$ cat src/sfa_pkg.sv
// shared types, codes and constants for the swap frame allocator
// no dependencies
`timescale 1ns / 1ps
package sfa_pkg;

   localparam int DefFrames  = 64;
   localparam int DefPidBits = 16;
   localparam int PAGE_W     = 6;
   localparam int NUM_W      = 7;

   // operation selector
   localparam logic [2:0] KIND_FIND    = 3'd0;
   localparam logic [2:0] KIND_ALLOC   = 3'd1;
   localparam logic [2:0] KIND_FREE    = 3'd2;
   localparam logic [2:0] KIND_LOOKUP  = 3'd3;
   localparam logic [2:0] KIND_COMPACT = 3'd4;

   // result status
   localparam logic [2:0] ST_OK       = 3'd0;
   localparam logic [2:0] ST_FRAG     = 3'd1;
   localparam logic [2:0] ST_NOSPACE  = 3'd2;
   localparam logic [2:0] ST_NOTFOUND = 3'd3;
   localparam logic [2:0] ST_RANGE    = 3'd4;

   // cell row operation
   localparam logic [1:0] MODE_HOLD  = 2'd0;
   localparam logic [1:0] MODE_SHIFT = 2'd1;
   localparam logic [1:0] MODE_SORT  = 2'd2;

   typedef struct packed {
      logic [1:0]       mode;
      logic             parity;
      logic [NUM_W-1:0] n;
   } cell_ctl_type;

endpackage

$ cat src/swap_frame_allocator_core.sv
// swap frame allocator: row of frame cells rotated past a head controller
// depends on sfa_pkg and sfa_cell
`timescale 1ns / 1ps
//
// channel  | direction | handshake              | payload
// req_     | in        | req_valid / req_ready  | kind, pid, page_number, frame, count
// rsp_     | out       | rsp_valid / rsp_ready  | status, frame_result, moved, move_from,
//          |           |                        | move_to, last
// csr_     | in        | csr_we (no wait)       | frames_in_use
//
// every transaction rotates the whole cell row once past the head, then registers
// the final result and returns to idle before it takes the next one; compaction
// then runs odd-even exchange rounds in the row
// the rotation pauses while a result waits in the output register
// reset frees all frames and loads frames_in_use with 64; owner fields hold garbage
// until written and are only read for occupied frames
module swap_frame_allocator_core #(
   parameter int FRAMES   = sfa_pkg::DefFrames,
   parameter int PID_BITS = sfa_pkg::DefPidBits
) (
   input  logic        clock,
   input  logic        reset,
   input  logic        req_valid,
   output logic        req_ready,
   input  logic [2:0]  req_kind,
   input  logic [15:0] req_pid,
   input  logic [5:0]  req_page_number,
   input  logic [5:0]  req_frame,
   input  logic [6:0]  req_count,
   output logic        rsp_valid,
   input  logic        rsp_ready,
   output logic [2:0]  rsp_status,
   output logic [5:0]  rsp_frame_result,
   output logic        rsp_moved,
   output logic [5:0]  rsp_move_from,
   output logic [5:0]  rsp_move_to,
   output logic        rsp_last,
   input  logic        csr_we,
   input  logic [6:0]  csr_frames_in_use
);
   import sfa_pkg::*;

   localparam int FW    = $clog2(FRAMES);
   localparam int PW    = (PID_BITS < 16) ? PID_BITS : 16;
   localparam logic [FW-1:0]    LAST_STEP = FW'(FRAMES - 1);
   localparam logic [NUM_W-1:0] FRAMES_N  = NUM_W'(FRAMES);

   localparam logic [1:0] S_IDLE  = 2'd0;
   localparam logic [1:0] S_SCAN  = 2'd1;
   localparam logic [1:0] S_FLUSH = 2'd2;
   localparam logic [1:0] S_SORT  = 2'd3;

   // cell row
   logic              c_occ  [FRAMES];
   logic [PW-1:0]     c_pid  [FRAMES];
   logic [PAGE_W-1:0] c_page [FRAMES];
   cell_ctl_type      ctl;

   // head write-back into the tail cell
   logic              wb_occ;
   logic [PW-1:0]     wb_pid;
   logic [PAGE_W-1:0] wb_page;

   genvar g;
   generate
      for (g = 0; g < FRAMES; g++) begin : g_cell
         if (g == FRAMES - 1) begin : g_tail
            sfa_cell #(.IDX(g), .PID_W(PW)) u_cell (
               .clock(clock), .reset(reset), .ctl(ctl),
               .up_occ(wb_occ), .up_pid(wb_pid), .up_page(wb_page),
               .dn_occ(c_occ[g-1]), .dn_pid(c_pid[g-1]), .dn_page(c_page[g-1]),
               .occ(c_occ[g]), .pid(c_pid[g]), .page(c_page[g]));
         end else if (g == 0) begin : g_head
            sfa_cell #(.IDX(g), .PID_W(PW)) u_cell (
               .clock(clock), .reset(reset), .ctl(ctl),
               .up_occ(c_occ[g+1]), .up_pid(c_pid[g+1]), .up_page(c_page[g+1]),
               .dn_occ(c_occ[g]), .dn_pid(c_pid[g]), .dn_page(c_page[g]),
               .occ(c_occ[g]), .pid(c_pid[g]), .page(c_page[g]));
         end else begin : g_mid
            sfa_cell #(.IDX(g), .PID_W(PW)) u_cell (
               .clock(clock), .reset(reset), .ctl(ctl),
               .up_occ(c_occ[g+1]), .up_pid(c_pid[g+1]), .up_page(c_page[g+1]),
               .dn_occ(c_occ[g-1]), .dn_pid(c_pid[g-1]), .dn_page(c_page[g-1]),
               .occ(c_occ[g]), .pid(c_pid[g]), .page(c_page[g]));
         end
      end
   endgenerate

   // control registers
   logic [1:0]        state_ff, state_in;
   logic [FW-1:0]     step_ff, step_in;
   logic [NUM_W-1:0]  csr_ff, csr_in;
   logic [NUM_W-1:0]  n_ff, n_in;
   logic [2:0]        kind_ff, kind_in;
   logic [PW-1:0]     pid_ff, pid_in;
   logic [PAGE_W-1:0] page_ff, page_in;
   logic [NUM_W-1:0]  start_ff, start_in;
   logic [NUM_W-1:0]  count_ff, count_in;
   logic              err_ff, err_in;
   logic [NUM_W-1:0]  run_ff, run_in;
   logic [NUM_W-1:0]  total_ff, total_in;
   logic              found_ff, found_in;
   logic [5:0]        res_ff, res_in;
   logic [NUM_W-1:0]  dst_ff, dst_in;
   logic              pend_ff, pend_in;
   logic [5:0]        pfrom_ff, pfrom_in;
   logic [5:0]        pto_ff, pto_in;

   // output register
   logic       rv_ff, rv_in;
   logic [2:0] rst_ff, rst_in;
   logic [5:0] rfr_ff, rfr_in;
   logic       rmv_ff, rmv_in;
   logic [5:0] rfrom_ff, rfrom_in;
   logic [5:0] rto_ff, rto_in;
   logic       rlast_ff, rlast_in;

   logic             out_free, go, emit, active, pid_hit;
   logic [NUM_W-1:0] i_n, run_next, total_next, end_n;
   // one extra bit so a run far past the end cannot wrap back into range
   logic [NUM_W:0]   sum_n;

   assign out_free  = !rv_ff || rsp_ready;
   assign req_ready = (state_ff == S_IDLE);
   assign i_n       = NUM_W'(step_ff);
   assign active    = i_n < n_ff;
   assign pid_hit   = c_pid[0] == pid_ff;
   assign end_n     = start_ff + count_ff;
   assign sum_n     = {2'b00, req_frame} + {1'b0, req_count};

   always_comb begin
      state_in = state_ff;
      step_in  = step_ff;
      csr_in   = csr_we ? csr_frames_in_use : csr_ff;
      n_in     = n_ff;
      kind_in  = kind_ff;
      pid_in   = pid_ff;
      page_in  = page_ff;
      start_in = start_ff;
      count_in = count_ff;
      err_in   = err_ff;
      run_in   = run_ff;
      total_in = total_ff;
      found_in = found_ff;
      res_in   = res_ff;
      dst_in   = dst_ff;
      pend_in  = pend_ff;
      pfrom_in = pfrom_ff;
      pto_in   = pto_ff;

      rv_in    = rsp_ready ? 1'b0 : rv_ff;
      rst_in   = rst_ff;
      rfr_in   = rfr_ff;
      rmv_in   = rmv_ff;
      rfrom_in = rfrom_ff;
      rto_in   = rto_ff;
      rlast_in = rlast_ff;

      ctl.mode   = MODE_HOLD;
      ctl.parity = step_ff[0];
      ctl.n      = n_ff;

      wb_occ  = c_occ[0];
      wb_pid  = c_pid[0];
      wb_page = c_page[0];

      go         = 1'b0;
      emit       = 1'b0;
      run_next   = c_occ[0] ? '0 : run_ff + 1'b1;
      total_next = c_occ[0] ? total_ff : total_ff + 1'b1;

      unique case (state_ff)
         S_IDLE: begin
            if (req_valid) begin
               // clamp the frame count and capture the transaction
               if (csr_ff == '0) begin
                  n_in = NUM_W'(1);
               end else if (csr_ff > FRAMES_N) begin
                  n_in = FRAMES_N;
               end else begin
                  n_in = csr_ff;
               end
               kind_in  = req_kind;
               pid_in   = PW'(req_pid);
               page_in  = req_page_number;
               start_in = {1'b0, req_frame};
               count_in = req_count;
               err_in   = (req_kind > KIND_COMPACT)
                          || ((req_kind == KIND_FIND || req_kind == KIND_ALLOC)
                              && req_count == '0)
                          || (req_kind == KIND_ALLOC && sum_n > {1'b0, n_in});
               run_in   = '0;
               total_in = '0;
               found_in = 1'b0;
               res_in   = '0;
               dst_in   = '0;
               pend_in  = 1'b0;
               step_in  = '0;
               state_in = S_SCAN;
            end
         end
         S_SCAN: begin
            // the row rotates only while a move result can be placed
            go = out_free;
            if (go) begin
               ctl.mode = MODE_SHIFT;
               if (!err_ff) begin
                  case (kind_ff)
                     KIND_FIND: begin
                        if (active && !found_ff) begin
                           run_in   = run_next;
                           total_in = total_next;
                           if (run_next >= count_ff) begin
                              found_in = 1'b1;
                              res_in   = 6'(i_n + 1'b1 - count_ff);
                           end
                        end
                     end
                     KIND_ALLOC: begin
                        if (i_n >= start_ff && i_n < end_n) begin
                           wb_occ  = 1'b1;
                           wb_pid  = pid_ff;
                           wb_page = 6'(i_n - start_ff);
                        end
                     end
                     KIND_FREE: begin
                        if (active && c_occ[0] && pid_hit) begin
                           wb_occ = 1'b0;
                        end
                     end
                     KIND_LOOKUP: begin
                        if (active && !found_ff && c_occ[0] && pid_hit
                            && c_page[0] == page_ff) begin
                           found_in = 1'b1;
                           res_in   = 6'(i_n);
                        end
                     end
                     KIND_COMPACT: begin
                        if (active && c_occ[0]) begin
                           if (i_n != dst_ff) begin
                              // previous move goes out, this one waits for last
                              emit     = pend_ff;
                              pend_in  = 1'b1;
                              pfrom_in = 6'(i_n);
                              pto_in   = 6'(dst_ff);
                           end
                           dst_in = dst_ff + 1'b1;
                        end
                     end
                     default: begin
                     end
                  endcase
               end
               if (emit) begin
                  rv_in    = 1'b1;
                  rst_in   = ST_OK;
                  rfr_in   = '0;
                  rmv_in   = 1'b1;
                  rfrom_in = pfrom_ff;
                  rto_in   = pto_ff;
                  rlast_in = 1'b0;
               end
               step_in = step_ff + 1'b1;
               if (step_ff == LAST_STEP) begin
                  step_in  = '0;
                  state_in = S_FLUSH;
               end
            end
         end
         S_FLUSH: begin
            if (out_free) begin
               rv_in    = 1'b1;
               rfr_in   = '0;
               rmv_in   = 1'b0;
               rfrom_in = '0;
               rto_in   = '0;
               rlast_in = 1'b1;
               state_in = S_IDLE;
               if (err_ff) begin
                  rst_in = ST_RANGE;
               end else begin
                  case (kind_ff)
                     KIND_FIND: begin
                        if (found_ff) begin
                           rst_in = ST_OK;
                           rfr_in = res_ff;
                        end else begin
                           rst_in = (total_ff >= count_ff) ? ST_FRAG : ST_NOSPACE;
                        end
                     end
                     KIND_LOOKUP: begin
                        rst_in = found_ff ? ST_OK : ST_NOTFOUND;
                        rfr_in = res_ff;
                     end
                     KIND_COMPACT: begin
                        rst_in   = ST_OK;
                        rmv_in   = pend_ff;
                        rfrom_in = pend_ff ? pfrom_ff : 6'd0;
                        rto_in   = pend_ff ? pto_ff : 6'd0;
                        pend_in  = 1'b0;
                        state_in = S_SORT;
                     end
                     default: begin
                        rst_in = ST_OK;
                     end
                  endcase
               end
            end
         end
         S_SORT: begin
            // odd-even exchange rounds pack occupied frames to the bottom
            ctl.mode = MODE_SORT;
            step_in  = step_ff + 1'b1;
            if (step_ff == LAST_STEP) begin
               step_in  = '0;
               state_in = S_IDLE;
            end
         end
         default: begin
            state_in = S_IDLE;
         end
      endcase
   end

   always_ff @(posedge clock) begin
      if (reset) begin
         state_ff <= S_IDLE;
         step_ff  <= '0;
         csr_ff   <= NUM_W'(64);
         pend_ff  <= 1'b0;
         rv_ff    <= 1'b0;
      end else begin
         state_ff <= state_in;
         step_ff  <= step_in;
         csr_ff   <= csr_in;
         pend_ff  <= pend_in;
         rv_ff    <= rv_in;
      end
      n_ff     <= n_in;
      kind_ff  <= kind_in;
      pid_ff   <= pid_in;
      page_ff  <= page_in;
      start_ff <= start_in;
      count_ff <= count_in;
      err_ff   <= err_in;
      run_ff   <= run_in;
      total_ff <= total_in;
      found_ff <= found_in;
      res_ff   <= res_in;
      dst_ff   <= dst_in;
      pfrom_ff <= pfrom_in;
      pto_ff   <= pto_in;
      rst_ff   <= rst_in;
      rfr_ff   <= rfr_in;
      rmv_ff   <= rmv_in;
      rfrom_ff <= rfrom_in;
      rto_ff   <= rto_in;
      rlast_ff <= rlast_in;
   end

   assign rsp_valid        = rv_ff;
   assign rsp_status       = rst_ff;
   assign rsp_frame_result = rfr_ff;
   assign rsp_moved        = rmv_ff;
   assign rsp_move_from    = rfrom_ff;
   assign rsp_move_to      = rto_ff;
   assign rsp_last         = rlast_ff;

   // only compaction emits results while the row rotates
   a_scan_emit: assert property (@(posedge clock) disable iff (reset)
      (state_ff == S_SCAN && emit) |-> kind_ff == KIND_COMPACT)
      else $error("move result outside compaction");

   // no pending move survives past the final result
   a_pend_idle: assert property (@(posedge clock) disable iff (reset)
      (state_ff == S_IDLE) |-> !pend_ff)
      else $error("pending move left behind");

   // compaction target never runs ahead of the head frame
   a_dst: assert property (@(posedge clock) disable iff (reset)
      (state_ff == S_SCAN) |-> dst_ff <= NUM_W'(step_ff))
      else $error("destination ahead of scan");

   // the row rotates only when a result can be placed
   a_stall: assert property (@(posedge clock) disable iff (reset)
      (state_ff == S_SCAN && rv_ff && !rsp_ready) |=> $stable(step_ff))
      else $error("rotation during output stall");

endmodule

$ cat src/sfa_cell.sv
// one frame cell of the allocator row: occupied bit, owner pid and page
// depends on sfa_pkg
`timescale 1ns / 1ps
module sfa_cell #(
   parameter int IDX    = 0,
   parameter int PID_W  = 16
) (
   input  logic                         clock,
   input  logic                         reset,
   input  sfa_pkg::cell_ctl_type        ctl,
   input  logic                         up_occ,
   input  logic [PID_W-1:0]             up_pid,
   input  logic [sfa_pkg::PAGE_W-1:0]   up_page,
   input  logic                         dn_occ,
   input  logic [PID_W-1:0]             dn_pid,
   input  logic [sfa_pkg::PAGE_W-1:0]   dn_page,
   output logic                         occ,
   output logic [PID_W-1:0]             pid,
   output logic [sfa_pkg::PAGE_W-1:0]   page
);
   import sfa_pkg::*;

   localparam logic [NUM_W-1:0] SELF_N = NUM_W'(IDX);
   localparam logic [NUM_W-1:0] NEXT_N = NUM_W'(IDX + 1);
   localparam logic             MY_PAR = 1'(IDX % 2);

   logic              occ_ff, occ_in;
   logic [PID_W-1:0]  pid_ff, pid_in;
   logic [PAGE_W-1:0] page_ff, page_in;
   logic              take_up, take_dn;

   always_comb begin
      // odd-even exchange: a free left frame swaps with an occupied right one
      take_up = 1'b0;
      take_dn = 1'b0;
      if (ctl.mode == MODE_SORT) begin
         if (ctl.parity == MY_PAR) begin
            take_up = (NEXT_N < ctl.n) && !occ_ff && up_occ;
         end else begin
            take_dn = (IDX > 0) && (SELF_N < ctl.n) && !dn_occ && occ_ff;
         end
      end
      occ_in  = occ_ff;
      pid_in  = pid_ff;
      page_in = page_ff;
      if (ctl.mode == MODE_SHIFT || take_up) begin
         occ_in  = up_occ;
         pid_in  = up_pid;
         page_in = up_page;
      end else if (take_dn) begin
         occ_in  = dn_occ;
         pid_in  = dn_pid;
         page_in = dn_page;
      end
   end

   always_ff @(posedge clock) begin
      if (reset) begin
         occ_ff <= 1'b0;
      end else begin
         occ_ff <= occ_in;
      end
      pid_ff  <= pid_in;
      page_ff <= page_in;
   end

   assign occ  = occ_ff;
   assign pid  = pid_ff;
   assign page = page_ff;

endmodule
$ cat config.mk
export PLATFORM = sky130hd
export DESIGN_NAME = swap_frame_allocator_core
export DESIGN_NICKNAME = d
export VERILOG_FILES = /design/src/sfa_pkg.sv /design/src/swap_frame_allocator_core.sv /design/src/sfa_cell.sv
export SDC_FILE = /design/constraint.sdc
export NUM_CORES = 2
export LEC_CHECK = 0
export ABC_AREA = 1
export CELL_PAD_IN_SITES_DETAIL_PLACEMENT = 0
export CELL_PAD_IN_SITES_GLOBAL_PLACEMENT = 2
export CORE_MARGIN = 2
export CORE_UTILIZATION = 38
export CTS_BUF_LIST = sky130_fd_sc_hd__clkbuf_8 sky130_fd_sc_hd__clkbuf_16
export CTS_CLUSTER_DIAMETER = 50
export CTS_CLUSTER_SIZE = 24
export DETAILED_ROUTE_END_ITERATION = 7
export DONT_BUFFER_PORTS = 1
export HOLD_SLACK_MARGIN = 0.08
export PLACE_DENSITY_LB_ADDON = 0.1
export SYNTH_ARGS = -nofsm -noshare
export SYNTH_HDL_FRONTEND = slang
export SYNTH_HIERARCHICAL = 1
export SYNTH_SLANG_ARGS = --single-unit
$ cat constraint.sdc
create_clock -name clock -period 6.1 [get_ports clock]
set_clock_uncertainty 0.1 [all_clocks]
set_input_delay 0.61 -clock clock [delete_from_list [all_inputs] [get_ports clock]]
set_output_delay 0.61 -clock clock [all_outputs]
set_load 0.05 [all_outputs]
==> results.sh <==
export IMPL_htreeDepth=4
export IMPL_slowest_stage="nand3_1"
export IMPL_seq_power_share_pct=43.9
export IMPL_ys_ff_latch=1598
export IMPL_io_buffers=0
export IMPL_vias=58300
export IMPL_max_freq_mhz=220
export IMPL_cts_buffers=213
export IMPL_yosysWarnings=6
export IMPL_worst_pin_slew_ns=1.22
export IMPL_synth_cell_type_count=60
export IMPL_setup_viol=0
export IMPL_grt_pass1_wl_microns=353000
export IMPL_swShare_pct=39.7
export IMPL_holdWs_ns=0.248
export IMPL_leakagePower_nw=37.9
export IMPL_core_area_sq_um=215000
export IMPL_critPathArrivalTime_ns=4.69
export IMPL_hold_start="req_count[6]"
export IMPL_die_w_microns=469
export IMPL_place_congestion=0.823
export IMPL_rsz0062_at_grt="false"
export IMPL_finalPower_w=0.0552
export IMPL_synth_area_sq_um=82300
export IMPL_rows=170
export IMPL_period_needed_ns=4.54
export IMPL_viasPerCell=4.99
export IMPL_antenna_left=0
export IMPL_min_delay_path_depth=6
export IMPL_p_clk_share_pct=23.1
export IMPL_first_pass_iters=5
export IMPL_dp_hpwl_microns=159000
export IMPL_reg2reg_depth=8
export IMPL_vdd_drop_max_mv=0.305
export IMPL_final_util_pct=42.4
export IMPL_grt_max_degree=129
export IMPL_rr_endpoint="g_cell[14].g_mid.u_cell/pid[10]"
export IMPL_fin_setup_tns_ns=0
export IMPL_r2r_slack_ns=1.56
export IMPL_clkTransAtPathRegs_ns=0.06
export IMPL_cts_sinks=1598
export IMPL_clock_path_buffers=3
export IMPL_fin_crit_sh_pct=74.3
export IMPL_finalHoldViolCount=0
export IMPL_crit_chain="inv_1, nor2_1, inv_1, nand2_1, inv_4, inv_1, or2_1, nand3_1"
export IMPL_synthToLayoutAreaGrowth_pct=10.8
export IMPL_place_ws_ns=1.55
export IMPL_dieArea_sq_um=220000
export IMPL_final_layout_size_suffix_gt1_share_pct=12.9
export IMPL_cp_slowest_stage_delay_ns=1.12
export IMPL_slew_headroom_pct=18.8
export IMPL_clk_latency_ns=0.85
export IMPL_fin_ws_ns=1.56
export IMPL_timing_rr_start="rsp_valid"
export IMPL_clock_root_buffer="clkbuf_16"
export IMPL_grt_pass1_vias=59600
export IMPL_nNetsFinal=8783
export IMPL_p_per_area_nw_per_um2=606
export IMPL_cts_resized=0
export IMPL_synth_seq_area_share_pct=57.3
export IMPL_synth_largest_area_cell="edfxtp_1"
export IMPL_wl_per_cell_microns=19.2
export IMPL_grt_overflow=0
export IMPL_synthesis_nets=8842
export IMPL_routed_wl_microns=224000
export IMPL_outcome="finished, final reports clean"
export IMPL_netlist_instances=8722
export IMPL_async_reset_ff_share_pct=0
export IMPL_antenna_found_initial=8
export IMPL_yosys_most_used_dff="edfxtp_1"
export IMPL_cts_tree="yes"
export IMPL_die_y_microns=469
export IMPL_synth_area_per_cell_sq_um=9.44
export IMPL_switchingPower_w=0.0219
export IMPL_initial_core_util_pct=38.3
export IMPL_hold_path_end="err_ff"
export IMPL_slew_viol_final=0
export IMPL_path_class="reg -> reg"
export IMPL_crit_path_start_kind="flop"
export IMPL_drv_cap=0
export IMPL_required_ns=6.25
export IMPL_synth_top_area_share_pct=55.3
export IMPL_comb_power_share_pct=33.0
export IMPL_critPathMostFrequentCell="inv_1"
export IMPL_synth_area_top_cells="edfxtp_1 (55%), nand2_1 (15%), nand3_1 (9.2%), nand2_2 (2.3%), inv_1 (2.3%)"
export IMPL_synth_edff_count=1517
export IMPL_crit_path_end_kind="flop"
export IMPL_drt_iter0_markers=4194
export IMPL_critical_path_max_fanout=39
export IMPL_p_int_w=0.0333
export IMPL_ios=75
export IMPL_route_detailed_drc=0
export IMPL_grt_usage_pct=20.1
export IMPL_hold_class="in -> reg"
cell usage after synthesis, types with 4 or more instances:
cell and instances:
nand2_1 3187, fa_1 4, buf_12 25, nor2_1 324, nor2_2 69, ha_1 66
nand3b_4 4, nand4_1 102, inv_2 55, nor3_1 26, buf_4 59, or2_0 31
nand2_2 304, nand2_8 9, a21oi_2 6, o21ai_1 4, a21oi_1 125, nand3b_1 22
buf_2 192, clkbuf_1 22, or2_2 4, o21ai_0 45, inv_1 500, nand3_2 32
nor2_4 26, dfxtp_1 81, o21bai_1 4, edfxtp_1 1517, buf_6 113, nand2_4 130
nor4_1 8, or2_1 5, xnor2_1 19, nand3_1 1505, nor3_2 8, xor2_1 14
nand3_4 33
worst max-delay path: cells and delay by family, from the launching register on:
kind | cells | cell delay, ns
AND/OR/NAND/NOR | 4 | 2.53
flip-flops | 1 | 0.64
buffers and inverters | 4 | 0.63
registers in the layout (all words and copies together), names as in the netlist, 7 cells and up:
signal / flops
pid_ff: 16
g_cell.g_head.u_cell/pid: 16
g_cell.g_mid.u_cell/pid: 992
n_ff: 7
total_ff: 7
g_cell.g_mid.u_cell/page: 372
count_ff: 7
g_cell.g_mid.u_cell/occ: 62
dst_ff: 7
g_cell.g_tail.u_cell/pid: 16
csr_ff: 7
run_ff: 7
layer usage:
layer | vias up | wire (microns) | GRT usage [%]
li1 | 29100 | - | -
met1 | 27900 | 107000 | 28.4
met2 | 1020 | 103000 | 32.5
met3 | 308 | 8800 | 2.66
met4 | 4 | 4910 | 4.98
met5 | - | 33 | 0
worst max-delay path by stage:
stage | start | endpoint | slack (ns)
after global placement | count_ff[0] | g_cell[63].g_tail.u_cell/pid[8] | 1.50
after detailed placement | rsp_valid | g_cell[14].g_mid.u_cell/pid[6] | 1.55
final | rsp_valid | g_cell[14].g_mid.u_cell/pid[10] | 1.56
after CTS | rsp_valid | g_cell[14].g_mid.u_cell/page[5] | 1.49
after floorplan | n_ff[5] | pfrom_ff[0] | 1.14
after global routing | rsp_valid | g_cell[14].g_mid.u_cell/pid[5] | 1.14
power by group through the flow:
stage	clock, W	sequential (W)	combinational [W]
after global routing	0.0135	0.0248	0.0209
after floorplan	0	0.0227	0.0150
after detailed placement	0	0.0246	0.0184
after global placement	0	0.0246	0.0181
after CTS	0.0131	0.0244	0.0185
final	0.0128	0.0242	0.0182
layout by cell type (no fill, tap or decap), drive strengths merged:
cell type | netlist | layout
nand2 | 3630 | 3630
nand3 | 1570 | 1570
edfxtp | 1517 | 1517
inv | 556 | 628
nor2 | 419 | 419
clkbuf | 25 | 218
a21oi | 132 | 132
nand4 | 102 | 102
buf | 394 | 96
dfxtp | 81 | 81
clkinv | 3 | 74
ha | 66 | 66
o21ai | 53 | 53
dlygate4sd3 | 0 | 49
or2 | 40 | 40
nor3 | 35 | 35
nand3b | 26 | 26
bufinv | 0 | 20
xnor2 | 19 | 19
clkinvlp | 0 | 17
xor2 | 14 | 14
nor4 | 8 | 8
o21bai | 7 | 7
fa | 4 | 4
diode | 0 | 3
o21a | 3 | 3
a211oi | 3 | 3
and3 | 3 | 3
nor3b | 2 | 2
o211ai | 2 | 2
a31oi | 2 | 2
o22ai | 1 | 1
a221oi | 1 | 1
a21o | 1 | 1
and3b | 1 | 1
and2 | 1 | 1
a31o | 1 | 1
layout make-up:
class,count,area [sq um]
diodes,3,7.51
clock inverters,180,1920
clock buffers,218,5410
flip-flops and latches,1598,47200
fillers,21200,124000
well taps,2838,3550
repair buffers,145,1330
multi-input cells,6146,29700
inverters,559,2100
through the flow:
| stage | cell area, sq um | std cells |
|---|---|---|
| 2_1_floorplan | 82300 | 8722 |
| 3_3_place_gp | 83400 | 11200 |
| 3_5_place_dp | 83400 | 11200 |
| 4_1_cts | 91200 | 11700 |
| 5_1_grt | 91200 | 11700 |
| 6_report | 91200 | 11700 |
what timing repair did:
action / CTS / global route
hold endpoints to repair: 116 / 0
buffers inserted: 0 / 0
hold buffers: 50 / 0
cells by family (layout without fill, tap and decap cells):
family	count (synthesis)	count (layout)	synth area share, %
buffers and inverters	978	1102	6.60
adder cells (fa/ha/maj)	70	70	1.10
AND/OR/NAND/NOR	5837	5837	33.2
AO/OA/AOI/OAI	206	206	1.42
flip-flops	1598	1598	57.3
other	0	3	0
XOR/XNOR	33	33	0.351
Note: power is estimated with default switching activity, not from simulation.
